`config.mk`:
```
export PLATFORM = sky130hd
export DESIGN_NAME = psc_sum_stage
export DESIGN_NICKNAME = d
export VERILOG_FILES = /design/src/hw/rtl/psc_pkg.sv /design/src/hw/rtl/psc_sum_stage.sv
export SDC_FILE = /design/constraint.sdc
export NUM_CORES = 1
export LEC_CHECK = 0
export ABC_AREA = 1
export BUFFER_PORTS_ARGS = -buffer_cell sky130_fd_sc_hd__buf_4
export CAP_MARGIN = 10
export CORE_MARGIN = 2
export CORE_UTILIZATION = 30
export CTS_BUF_LIST = sky130_fd_sc_hd__clkbuf_16
export DETAILED_ROUTE_END_ITERATION = 10
export PLACE_DENSITY_LB_ADDON = 0.08
export RECOVER_POWER = 50
export SLEW_MARGIN = 0
export SYNTH_ARGS = -nofsm -noshare
export SYNTH_HDL_FRONTEND = slang
export SYNTH_SLANG_ARGS = --single-unit
```
`constraint.sdc`:
```
create_clock -name clk -period 2.51 [get_ports clk]
set_input_delay 0.1255 -clock clk [delete_from_list [all_inputs] [get_ports clk]]
set_output_delay 0.1255 -clock clk [all_outputs]
set_load 0.01 [all_outputs]
```
`src/hw/rtl/psc_pkg.sv`:
```
package psc_pkg;

    localparam int NORM_W  = 18;
    localparam int COORD_W = 24;
    localparam int OFFS_W  = 44;
    localparam int PROD_W  = NORM_W + COORD_W;
    localparam int SUM_W   = 45;
    localparam int DIST_W  = 48;
    localparam int CFG_W   = OFFS_W;
    localparam int CFG_IDX_W = 2;

    localparam logic [CFG_IDX_W-1:0] CFG_NORMAL_X     = 2'd0;
    localparam logic [CFG_IDX_W-1:0] CFG_NORMAL_Y     = 2'd1;
    localparam logic [CFG_IDX_W-1:0] CFG_NORMAL_Z     = 2'd2;
    localparam logic [CFG_IDX_W-1:0] CFG_PLANE_OFFSET = 2'd3;

    typedef enum logic [1:0] {
        SIDE_NONE = 2'd0,
        SIDE_POS  = 2'd1,
        SIDE_NEG  = 2'd2,
        SIDE_BOTH = 2'd3
    } side_t;

    typedef logic signed [NORM_W-1:0] norm_t;
    typedef logic signed [OFFS_W-1:0] offs_t;
    typedef logic signed [PROD_W-1:0] prod_t;
    typedef logic signed [SUM_W-1:0]  sum_t;
    typedef logic signed [DIST_W-1:0] dist_t;

    typedef struct packed {
        logic signed [COORD_W-1:0] x;
        logic signed [COORD_W-1:0] y;
        logic signed [COORD_W-1:0] z;
    } vec_t;

    typedef struct packed {
        logic is_box;
        logic box_null;
        logic box_infinite;
    } ctrl_t;

    typedef struct packed {
        prod_t x_lo;
        prod_t x_hi;
        prod_t y_lo;
        prod_t y_hi;
        prod_t z_lo;
        prod_t z_hi;
    } prods_t;

endpackage

```
`src/hw/rtl/psc_sum_stage.sv`:
```
module psc_sum_stage (
    input  logic            clk,
    input  logic            en,
    input  psc_pkg::ctrl_t  ctrl,
    input  psc_pkg::prods_t prods,
    input  psc_pkg::offs_t  offset,
    output psc_pkg::ctrl_t  ctrl_out,
    output psc_pkg::sum_t   xy [4],
    output psc_pkg::sum_t   zo [2]
);
    import psc_pkg::*;

    sum_t  xy_reg [4];
    sum_t  xy_next [4];
    sum_t  zo_reg [2];
    sum_t  zo_next [2];
    ctrl_t ctrl_reg;

    // xy index: bit 0 picks x max, bit 1 picks y max
    always_comb
    begin
        for (int i = 0; i < 4; i++)
        begin
            xy_next[i] = SUM_W'(i[0] ? prods.x_hi : prods.x_lo)
                       + SUM_W'(i[1] ? prods.y_hi : prods.y_lo);
        end
        zo_next[0] = SUM_W'(prods.z_lo) + SUM_W'(offset);
        zo_next[1] = SUM_W'(prods.z_hi) + SUM_W'(offset);
    end

    always_ff @(posedge clk)
    begin
        if (en)
        begin
            xy_reg   <= xy_next;
            zo_reg   <= zo_next;
            ctrl_reg <= ctrl;
        end
    end

    assign xy       = xy_reg;
    assign zo       = zo_reg;
    assign ctrl_out = ctrl_reg;

endmodule

```
=== After elaboration in Yosys (flattened, before gate mapping) ===
Index checks and enable logic that the tools add are counted.

* Add/sub/neg operators: 6

{| class="wikitable"
|+ Operators with widths
! operator !! number
|-
| 42-bit by 42-bit adder with 43-bit output || 4
|-
| 42-bit by 44-bit adder with 45-bit output || 2
|}

* Register bits: 273
* Output and inout bits: 273

=== Depth between registers and ports, before layout ===
* Depth in word-level cells: 1
* Mapped depth: 14

=== Worst setup path after synthesis ===
Ideal clock, no wire load.

* Path type: input to register
* Start point: input offset[0]
* End point: register zo_reg, in the netlist zo[32], data pin
* Library setup time: 0.252 ns
* Data arrival time: 1.470 ns
* Required time: 2.258 ns
* Setup slack: 0.788 ns
* Cell stages on the path: 12
* Cell sequence: ha_1 fa_1 nand2_1 nand2_1 nand3_1 nand2_1 nand2_1 nand3_2 nand2_1 nand2_1 nand2_1 nand2_1

{| class="wikitable"
|+ RTL lines
! item !! line !! source
|-
| from (decl) || psc_sum_stage.sv:6 || <nowiki>input psc_pkg::offs_t offset,</nowiki>
|-
| to (signal assigned) || psc_sum_stage.sv:36 || <nowiki>zo_reg <= zo_next;</nowiki>
|-
| to (decl) || psc_sum_stage.sv:15 || <nowiki>sum_t zo_reg [2];</nowiki>
|}

=== Worst setup path in the final report ===
* Start point: input en
* End point: register zo_reg, in the netlist zo[35] (enable)

{| class="wikitable"
|+ RTL lines
! item !! line !! source
|-
| from (decl) || psc_sum_stage.sv:3 || <nowiki>input logic en,</nowiki>
|}

No word-level cell between the ends.

==> results.md <==
* Portion of total power attributed to combinational logic at 37.6%
* Cells after synthesis at 4577
* Cell-internal power at 12100 µW
* Violations in the final reports: capacitance limit, slew limit
* Path type of the worst min-delay path: primary input to register
* Last element of the critical path: zo[35]
* Floorplan die area at 0.0988 mm²
* Total power per unit cell area at 549 mW/mm²
* Fill count at 10600
* XOR/XNOR share of the synthesized area at 4.55%
* Startpoint of the worst setup timing path: en
* Total via count in the routed design at 30000
* Worst Setup End Kind: register
* Top cell type by total area after synthesis: edfxtp_1
* Leakage at 0.0198 µW
* Count of clock tree sinks at 265
* Width of the chip at 314 µm
* Area growth, synth to finish at 24.5%
* Max-capacitance violation count at 1
* Post-synthesis share of cell area spent on full adders, half adders and majority gates at 11.5%
* Number of nets in the synthesized netlist at 5140
* Pin count of the biggest net entering global routing at 70
* Min Clock Period, post-route at 2.26 ns
* First-pass DRT Iterations at 5
* Transition at the pin with the smallest max-transition slack at 1.78 ns
* Synthesized-area fraction occupied by ao, oa, aoi and oai cells at 4.73%
* Unrepaired setup endpoints after global routing: false
* Fraction of power spent switching nets at 38.7%
* Mux share of post-synthesis cell area at 0%
* Final Hold Violating Endpoints at 0
* Share of final-layout standard cells stronger than drive strength 1 at 14.2%
* Final Util at 37.8%
* Portion of total power attributed to sequential cells at 31.8%
* Clock Pin Slew Worst Setup and Hold Paths at 0.05 ns
* Number of top-level pins at 574
* Cells taking the most area after synthesis: edfxtp_1 28%, nand2_1 24%, inv_1 12%
* Largest register FFs at 172
* First-pass GRT wire length at 189000 µm
* Clock tree from TritonCTS: built
* Setup TNS after final layout at 0 ns
* IR drop worst, VDD at 0.415 mV
* Per-instance average area after synthesis at 6.31 µm²
* Highest clock frequency the design can meet at 442 MHz
* Initial antenna violation count at 1
* Average wire per standard cell at 20.4 µm
* Synth top area share at 27.6%
* Antenna-violating nets left at 0
* Chip Height at 314 µm
* FF+latch count, synth at 265
* Routability congestion estimate at 0.938
* Setup repair bufs after CTS at 0
* Maximum buffer depth of the clock tree at 3
* Via-per-instance ratio at 4.61
* FP Rows at 113
* Total CTS buffers at 40
* Share of the cycle needed by the critical path after routing at 90.2%
* Via count of the first global-routing pass at 30600
* Critical setup path kind: primary input to register
* Pins Over Slew Limit at 18
* Worst slew margin at -18.6%
* Most common library cell in the layout ignoring fill and taps: nand2_1
* Synth warnings at 0
* Critical path startpoint category: primary input
* Remaining DRCs at 0
* Share of synthesized area occupied by flip-flops and latches at 27.6%
* DP Wirelength at 116000 µm
* Arrival @ worst endpoint at 2.50 ns
* Largest family of logic cells by synthesized area: simple AND/OR/NAND/NOR gates
* Total of buffers placed on input and output ports at 573
* Maximum net fanout on the critical path at 21
* Status: finished, violations left
* Number of DRC markers after the initial detailed-route iteration at 1553
* Critical path required time at 2.75 ns
* Simple-Gate Fraction of Synth Area at 39.3%
* Area of the core at 0.0952 mm²
* Global-route usage over all layers at 26.3%
* Detailed-route wire length at 133000 µm
* Leftover overflow at the end of global routing at 0
* Most used cells in the layout excluding fill and tap cells: 1876 x nand2_1, 929 x inv_1, 466 x buf_4, 378 x nor2_1, 265 x edfxtp_1
* Psw at 7650 µW
* Nets@finish at 5786
* Starting density of the core at 30.4%
* H-tree depth at 2
* Number of distinct library cells after synthesis at 30
* Cell area after technology mapping at 0.0289 mm²
* Library cell used as clock root buffer: clkbuf_16
* Clk network pwr share at 30.7%
* Final setup violation count at 0
==> critical path: stages <==
cell,delay (ns)
dlygate4sd3_1,0.52
clkbuf_1,1.27
buf_4,0.55
==> worst min-delay path by stage <==
stage / start / to / slack [ns] / cells after the start
floorplan: ctrl[0] / ctrl_out[0] / 0.22 / 0
global placement: ctrl[1] / ctrl_out[1] / 0.30 / 1
detailed placement: ctrl[0] / ctrl_out[0] / 0.30 / 1
CTS: prods[66] / zo[69] / 0.01 / 3
global route: prods[4] / zo[4] / 0.04 / 3
finish: prods[66] / zo[69] / 0.05 / 3
==> per-stage QoR <==
stage | total power [µW] | hold slack, ns | cell area (µm²) | worst slack [ns] | instances
floorplan | 10300 | 0.224 | 28900 | 0.788 | 4577
global placement | 14000 | 0.304 | 34900 | 0.267 | 6429
detailed placement | 14000 | 0.305 | 34900 | 0.274 | 6429
CTS | 20200 | 0.00998 | 36400 | 0.379 | 6515
global route | 20800 | 0.0448 | 36000 | 0.0914 | 6516
finish | 19800 | 0.0513 | 36000 | 0.245 | 6516
==> cell usage after synthesis (all sizes together) <==
cell type / count
fa: 6
ha: 256
o21bai: 30
nor2: 461
xor2: 115
buf: 8
a21oi: 174
nand2b: 7
nand3b: 2
and2: 8
nand2: 1942
edfxtp: 265
nor3: 22
o21ai: 22
or2: 8
nor4: 2
nand3: 234
xnor2: 35
o21a: 1
a31oi: 23
inv: 938
nand4: 18
==> power groups by stage <==
stage / combinational (µW) / clock (µW) / sequential (µW)
final: 7420 / 6060 / 6270
after global routing: 8160 / 6350 / 6310
after CTS: 7700 / 6250 / 6280
after detailed placement: 7630 / 0 / 6350
after global placement: 7670 / 0 / 6360
after floorplan: 3820 / 0 / 6450
==> area by class of cell <==
type	instances	area, µm²	area share (%)
multi-input cells	3366	17300	48.2
flip-flops and latches	265	7960	22.1
repair buffers	612	4240	11.8
inverters	938	3520	9.79
well taps	1265	1580	4.40
clock buffers	41	1030	2.85
clock inverters	28	307	0.853
diodes	1	2.50	0.00696
==> cell families after synthesis <==
| logic type | Yosys count |
|---|---|
| xor gates and xnor gates | 150 |
| AOI/OAI and AO/OA | 250 |
| adders and majority gates | 262 |
| and+or+nand+nor | 2704 |
| buffers and inverters | 946 |
| DFF | 265 |
==> what timing repair did <==
action,4_1_cts,5_1_grt
gates resized for setup,0,0
hold endpoints to repair,27,0
hold buffers,17,0
==> layer usage <==
metal  global-route usage [%]  up-vias  wire length [µm]
li1                         -    15300                 -
met1                     28.6    13800             50700
met2                     51.0      774             70700
met3                     3.40      201              6060
met4                     10.2        0              5640
met5                        0        -                 0
Power figures use the tool's default switching activity.
