--- src/hw/rtl/psc_pkg.sv ---
package psc_pkg;

    localparam int NORM_W  = 18;
    localparam int COORD_W = 24;
    localparam int OFFS_W  = 44;
    localparam int PROD_W  = NORM_W + COORD_W;
    localparam int SUM_W   = 45;
    localparam int DIST_W  = 48;
    localparam int CFG_W   = OFFS_W;
    localparam int CFG_IDX_W = 2;

    localparam logic [CFG_IDX_W-1:0] CFG_NORMAL_X     = 2'd0;
    localparam logic [CFG_IDX_W-1:0] CFG_NORMAL_Y     = 2'd1;
    localparam logic [CFG_IDX_W-1:0] CFG_NORMAL_Z     = 2'd2;
    localparam logic [CFG_IDX_W-1:0] CFG_PLANE_OFFSET = 2'd3;

    typedef enum logic [1:0] {
        SIDE_NONE = 2'd0,
        SIDE_POS  = 2'd1,
        SIDE_NEG  = 2'd2,
        SIDE_BOTH = 2'd3
    } side_t;

    typedef logic signed [NORM_W-1:0] norm_t;
    typedef logic signed [OFFS_W-1:0] offs_t;
    typedef logic signed [PROD_W-1:0] prod_t;
    typedef logic signed [SUM_W-1:0]  sum_t;
    typedef logic signed [DIST_W-1:0] dist_t;

    typedef struct packed {
        logic signed [COORD_W-1:0] x;
        logic signed [COORD_W-1:0] y;
        logic signed [COORD_W-1:0] z;
    } vec_t;

    typedef struct packed {
        logic is_box;
        logic box_null;
        logic box_infinite;
    } ctrl_t;

    typedef struct packed {
        prod_t x_lo;
        prod_t x_hi;
        prod_t y_lo;
        prod_t y_hi;
        prod_t z_lo;
        prod_t z_hi;
    } prods_t;

endpackage

--- src/hw/rtl/psc_classify.sv ---
module psc_classify (
    input  psc_pkg::ctrl_t ctrl,
    input  psc_pkg::sum_t  xy [4],
    input  psc_pkg::sum_t  zo [2],
    output psc_pkg::side_t side,
    output psc_pkg::dist_t distance
);
    import psc_pkg::*;

    sum_t  corner [8];
    side_t csd [8];
    logic  mismatch;

    function automatic side_t side_of(input sum_t d);
        side_t s;
        if (d[SUM_W-1])
            s = SIDE_NEG;
        else if (d != '0)
            s = SIDE_POS;
        else
            s = SIDE_NONE;
        return s;
    endfunction

    always_comb
    begin
        mismatch = 1'b0;
        for (int c = 0; c < 8; c++)
        begin
            corner[c] = xy[c[1:0]] + zo[c[2]];
            csd[c]    = side_of(corner[c]);
        end
        for (int c = 1; c < 8; c++)
        begin
            if (csd[c] != csd[0])
                mismatch = 1'b1;
        end

        if (!ctrl.is_box)
        begin
            side     = csd[0];
            distance = DIST_W'(corner[0]);
        end
        else
        begin
            distance = '0;
            if (ctrl.box_null)
                side = SIDE_NONE;
            else if (ctrl.box_infinite || mismatch)
                side = SIDE_BOTH;
            else
                side = csd[0];
        end
    end

endmodule

--- config.mk ---
export PLATFORM = sky130hd
export DESIGN_NAME = psc_classify
export DESIGN_NICKNAME = d
export VERILOG_FILES = /design/src/hw/rtl/psc_pkg.sv /design/src/hw/rtl/psc_classify.sv
export SDC_FILE = /design/constraint.sdc
export NUM_CORES = 1
export LEC_CHECK = 0
export ABC_AREA = 0
export BUFFER_PORTS_ARGS = -buffer_cell sky130_fd_sc_hd__buf_2
export CELL_PAD_IN_SITES_DETAIL_PLACEMENT = 1
export CELL_PAD_IN_SITES_GLOBAL_PLACEMENT = 1
export CORE_ASPECT_RATIO = 1.5
export CORE_MARGIN = 5
export CORE_UTILIZATION = 44
export DETAILED_ROUTE_END_ITERATION = 8
export GPL_TIMING_DRIVEN = 0
export PLACE_DENSITY = 0.93
export SETUP_SLACK_MARGIN = 0.02
export SYNTH_ARGS = -nofsm -noshare
export SYNTH_HDL_FRONTEND = slang
export SYNTH_SLANG_ARGS = --single-unit
--- constraint.sdc ---
create_clock -name vclk -period 5.2
set_clock_uncertainty 0.2 [all_clocks]
set_input_delay 0.26 -clock vclk [all_inputs]
set_output_delay 0.26 -clock vclk [all_outputs]
set_load 0.03 [all_outputs]
Word-level counts from Yosys, hierarchy flattened

Index checks and enable logic that the tools add are counted.

Register bits: 0
Bits in latches: 0
RAM bits: 0
Memory bits (read-only): 0
Bits of input ports: 273
Logic and storage cells: 51
Memories: 0

$add $sub $neg: 8
Multiply operators: 0
Div/mod/pow operators: 0
Order comparisons: 0
Eq/ne operators: 7
Shift-type cells: 0
Multiplexer cells: 27
Bitwise operators: 0
Reductions and logical operators: 9

Operators by type and width:

| operator            | number |
|---|---|
| adder 45 bit        | 8 |
| nonzero test 45 bit | 8 |
| 2-to-1 mux 48 bit   | 1 |
| 2-to-1 mux 2 bit    | 11 |
| 2-to-1 mux 1 bit    | 15 |
| != test 2 bit       | 7 |
| logical OR 1 bit    | 1 |

Logic depth before layout (Yosys ltp)

Depth in word-level cells: 16
Depth in mapped cells: 19

Worst setup path after synthesis

No wires, ideal clock.

Path type: input -> output
Start point: in xy[135] (netlist bit)
End point: out side[0]
Data arrival time: 4,381 ps
Slack: 359 ps
Stages on the path: 16
Cell sequence: ha_1 -> fa_1 -> a21oi_1 -> o21a_1 -> o211ai_1 -> a31o_2 -> or4_1 -> a31oi_1 -> o221ai_1 -> or4_1 -> or4_1 -> nor2_1 -> nor2_1 -> and3_1 -> o32a_1 -> a31oi_1

Word-level cells in the longest chain between the ends: 16
Elaborated cells on any way between the ends: 26
Those cells by class: 2 x add/sub; 7 x eq/ne; 14 x mux; 3 x reduce/logical

Ends and longest elaborated chain:

| item                          | line               | RTL |
|---|---|---|
| start: declaration            | psc_classify.sv:3  | `input psc_pkg::sum_t xy [4],` |
| adder 45 bit                  | psc_classify.sv:30 | `corner[c] = xy[c[1:0]] + zo[c[2]];` |
| nonzero test 45 bit           | psc_classify.sv:18 | `else if (d != '0)` |
| 2-to-1 mux 1 bit              | psc_classify.sv:18 |  |
| 2-to-1 mux 2 bit              | psc_classify.sv:16 | `if (d[SUM_W-1])` |
| != test 2 bit                 | psc_classify.sv:35 | `if (csd[c] != csd[0])` |
| 2-to-1 mux 1 bit (7 in a row) | psc_classify.sv:35 |  |
| logical OR 1 bit              | psc_classify.sv:49 | `else if (ctrl.box_infinite \|\| mismatch)` |
| 2-to-1 mux 2 bit              | psc_classify.sv:49 |  |
| 2-to-1 mux 2 bit              | psc_classify.sv:47 | `if (ctrl.box_null)` |
| 2-to-1 mux 2 bit *            | psc_classify.sv:39 | `if (!ctrl.is_box)` |
| end: declaration              | psc_classify.sv:5  | `output psc_pkg::side_t side,` |

Mark *: on every way between the ends. The rest lies on a longest branch, timed or not.

Worst setup path after layout

Start point: in zo[59] (netlist bit)
End point: out side[0]

Word-level cells in the longest chain between the ends: 16
Elaborated cells on any way between the ends: 34
Those cells by class: 4 x add/sub; 7 x eq/ne; 18 x mux; 5 x reduce/logical

Ends and longest elaborated chain:

| item                          | line               | RTL |
|---|---|---|
| start: declaration            | psc_classify.sv:4  | `input psc_pkg::sum_t zo [2],` |
| adder 45 bit                  | psc_classify.sv:30 |  |
| nonzero test 45 bit           | psc_classify.sv:18 |  |
| 2-to-1 mux 1 bit              | psc_classify.sv:18 |  |
| 2-to-1 mux 2 bit              | psc_classify.sv:16 |  |
| != test 2 bit                 | psc_classify.sv:35 |  |
| 2-to-1 mux 1 bit (7 in a row) | psc_classify.sv:35 |  |
| logical OR 1 bit              | psc_classify.sv:49 |  |
| 2-to-1 mux 2 bit              | psc_classify.sv:49 |  |
| 2-to-1 mux 2 bit              | psc_classify.sv:47 |  |
| 2-to-1 mux 2 bit *            | psc_classify.sv:39 |  |

Marked as above.

==> metrics list <==
- Max cap viols: 0
- Sum of net half-perimeters after detailed placement: 112 mm
- Compared with the post-synthesis result, the final layout area differs by 17.8%.
- The mapped netlist covers ~0.024 mm^2.
- The final-report max-slew violation count came to 0.
* Clock Buffer Count: 0
* Syn Nets: 4257
* Actual transition at the worst max-transition pin: about 1.2 ns
- Hold WC Path Type: in2out
- Wirelength, routed: around 140 mm
* Number of global-route vias before repair: 33.2k
- By startpoint and endpoint, the worst setup path is classified as in2out.
- The routed layout has 33.0k vias.
- In this run the remaining antenna-violating nets after routing total 0.
- For this run, the register share of the synthesized area comes to 0.
- At the worst endpoint, the required time is about 4.7 ns.
* Detail-routed net length per standard cell: 29.8 um
- Kind of start point of the critical path: input port
- For this configuration, the core starts out at a cell density of 0.444.
* Fraction of layout instances using a drive strength above 1: 0.177
* Die Span X: 200 um
* Slew Limit Headroom: 0.207
- Count of buffers from port buffering: 321
- Seq cells: 0
- The Yosys step of the flow raised 0 warnings.
- Initial antenna violation count: 8
- Across every metal layer, demand over resource in global routing totals 0.430.
* Final clock period utilization by the worst path: 0.992
- Dividing the detail-routed via count by the number of cells gives 7.10.
- The run finished with clean final reports.
- CP max FO: 7
- # nets final: 4577
* Worst path arrival time: 4.70 ns
- Summing all placed instances gives a cell area of 0.0263 mm^2.
* Placeable Area: 0.0537 mm^2
* Maximum number of pins on one net before global-route repair: 11
* Layout Cell Area excl Fill: 0.0281 mm^2
* Die extent in y: 295 um
- Number of top-level pins: 323
- The final hold violation count is 0.
- DRC Markers: 0
* Nature of the critical path endpoint: output port
* Avg Inst Size Synth: ~6.6 um^2
- Top cells by area in the synthesized netlist: sky130_fd_sc_hd__ha_1, sky130_fd_sc_hd__a21oi_1, sky130_fd_sc_hd__nand2_1
* Number of search-and-repair iterations in the first detailed-routing pass: 5
- The floorplan has 104 rows.
- First-pass GRT wire length: 198 mm
- Synthesis produced a netlist whose cell count is 3624.
* Detailed Route Iter0 Violations: 2353
- CTS Hold Bufs: 0
- RSZ-0062 raised after global routing: yes
- In the final layout, flip-flops and latches occupy 0 um^2.
- For this run the aggregate overflow at the end of global routing stands at 0.
* Final min period: 5.16 ns
- Number of distinct standard cells referenced by the synthesized netlist: 100
* Cell type with the largest total area after synthesis: sky130_fd_sc_hd__ha_1
* Routability Congestion: 1.05
- Setup violations remaining at the end of the flow were counted as 0.
* Hold path cells: 5
* Peak Freq: 194 MHz
* Proportion of netlist area held by the largest area contributor: 0.185
* Final Util: 0.523
- The die covers 0.0591 mm^2.
[synth_stat cells, types with 18 or more instances]
library cell	instances
sky130_fd_sc_hd__nand2b_1	40
sky130_fd_sc_hd__o21a_1	62
sky130_fd_sc_hd__nand4_1	113
sky130_fd_sc_hd__inv_1	112
sky130_fd_sc_hd__a2111oi_0	25
sky130_fd_sc_hd__and4_1	19
sky130_fd_sc_hd__a31o_2	21
sky130_fd_sc_hd__o211ai_1	44
sky130_fd_sc_hd__xor2_1	89
sky130_fd_sc_hd__o2111ai_1	30
sky130_fd_sc_hd__or4_1	19
sky130_fd_sc_hd__nand2_1	382
sky130_fd_sc_hd__nand3_1	102
sky130_fd_sc_hd__o21bai_1	40
sky130_fd_sc_hd__nor2_1	309
sky130_fd_sc_hd__a21oi_1	395
sky130_fd_sc_hd__and3_1	44
sky130_fd_sc_hd__o221ai_1	18
sky130_fd_sc_hd__nor2b_1	38
sky130_fd_sc_hd__nor3_1	88
sky130_fd_sc_hd__and2_1	35
sky130_fd_sc_hd__clkbuf_1	158
sky130_fd_sc_hd__o22ai_1	23
sky130_fd_sc_hd__or3_1	24
sky130_fd_sc_hd__o21ai_0	233
sky130_fd_sc_hd__a21o_1	125
sky130_fd_sc_hd__a31oi_1	56
sky130_fd_sc_hd__o31ai_1	25
sky130_fd_sc_hd__nor4_1	47
sky130_fd_sc_hd__nor3b_1	20
sky130_fd_sc_hd__a211oi_1	45
sky130_fd_sc_hd__xnor2_1	108
sky130_fd_sc_hd__ha_1	352
sky130_fd_sc_hd__mux2i_1	41
sky130_fd_sc_hd__or2_2	22
[worst max-delay path, stage by stage]
cell and delay (ns):
sky130_fd_sc_hd__buf_2 0.38, sky130_fd_sc_hd__ha_4 0.29, sky130_fd_sc_hd__buf_4 0.16, sky130_fd_sc_hd__nand2_1 0.08, sky130_fd_sc_hd__o21ai_1 0.17, sky130_fd_sc_hd__a21oi_1 0.25, sky130_fd_sc_hd__o21ai_0 0.21, sky130_fd_sc_hd__or2_4 0.33
sky130_fd_sc_hd__and3_1 0.18, sky130_fd_sc_hd__o41ai_2 0.45, sky130_fd_sc_hd__and4_1 0.27, sky130_fd_sc_hd__nand4_1 0.09, sky130_fd_sc_hd__or4_4 0.57, sky130_fd_sc_hd__or3_4 0.41, sky130_fd_sc_hd__a21oi_2 0.12, sky130_fd_sc_hd__o32a_1 0.18
sky130_fd_sc_hd__a31oi_1 0.09, sky130_fd_sc_hd__buf_4 0.18
[cell usage in the layout (no fill, tap or decap), drive strengths merged, types with 47 or more instances in the layout]
cell      n
o21ai   241
nor3     88
inv     111
a21o    125
nor4     47
nand4   113
nand3   102
a21oi   400
buf     378
ha      352
xor2     89
clkbuf  113
xnor2   108
o21a     62
nand2   382
a31oi    58
a211oi   50
nor2    309
[final timing paths]
check / endpoint / from / slack [ns]
worst min-delay path: side[1] / ctrl[1] / 0.74
worst max-delay path: side[0] / zo[59] / 0.04
[per-stage QoR]
step           std cells  worst slack [ns]  setup TNS, ns  hold WS [ns]
2_1_floorplan       3624             0.359              0         0.566
3_3_place_gp        4634            -0.972          -1.94         0.746
3_5_place_dp        4634            -0.977          -1.94         0.739
4_1_cts             4639            0.0165              0         0.741
5_1_grt             4633            -0.154         -0.301         0.791
6_report            4646            0.0396              0         0.737
[area by class of cell]
cell class         instances  area [um^2]
repair buffers           379         2210
inverters                112          424
plain buffers            112          478
multi-input cells       3339        24100
diodes                    15         37.5
fillers                 7280        25600
well taps                689          862
[what timing repair did]
item	4_1_cts	5_1_grt
setup endpoints to repair	2	2
endpoints found under the hold margin	0	0
pin swaps	34	74
buffers inserted	24	34
resized for setup	154	239
[metal layers]
metal | vias up | wire [um] | GRT usage
li1 | 14600 | - | -
met1 | 15800 | 47000 | 0.453
met2 | 1879 | 60800 | 0.699
met3 | 716 | 12200 | 0.0757
met4 | 0 | 18700 | 0.461
met5 | - | 0 | 0
[logic make-up (layout without fill, tap and decap cells)]
group	after synthesis	count (layout)	share of synthesized area
other	0	15	0
and+or+nand+nor	1352	1352	0.281
xor gates and xnor gates	197	197	0.0723
muxes	49	49	0.0210
buffers and inverters	285	603	0.0458
AOI/OAI and AO/OA	1381	1381	0.388
adders and majority gates	360	360	0.191
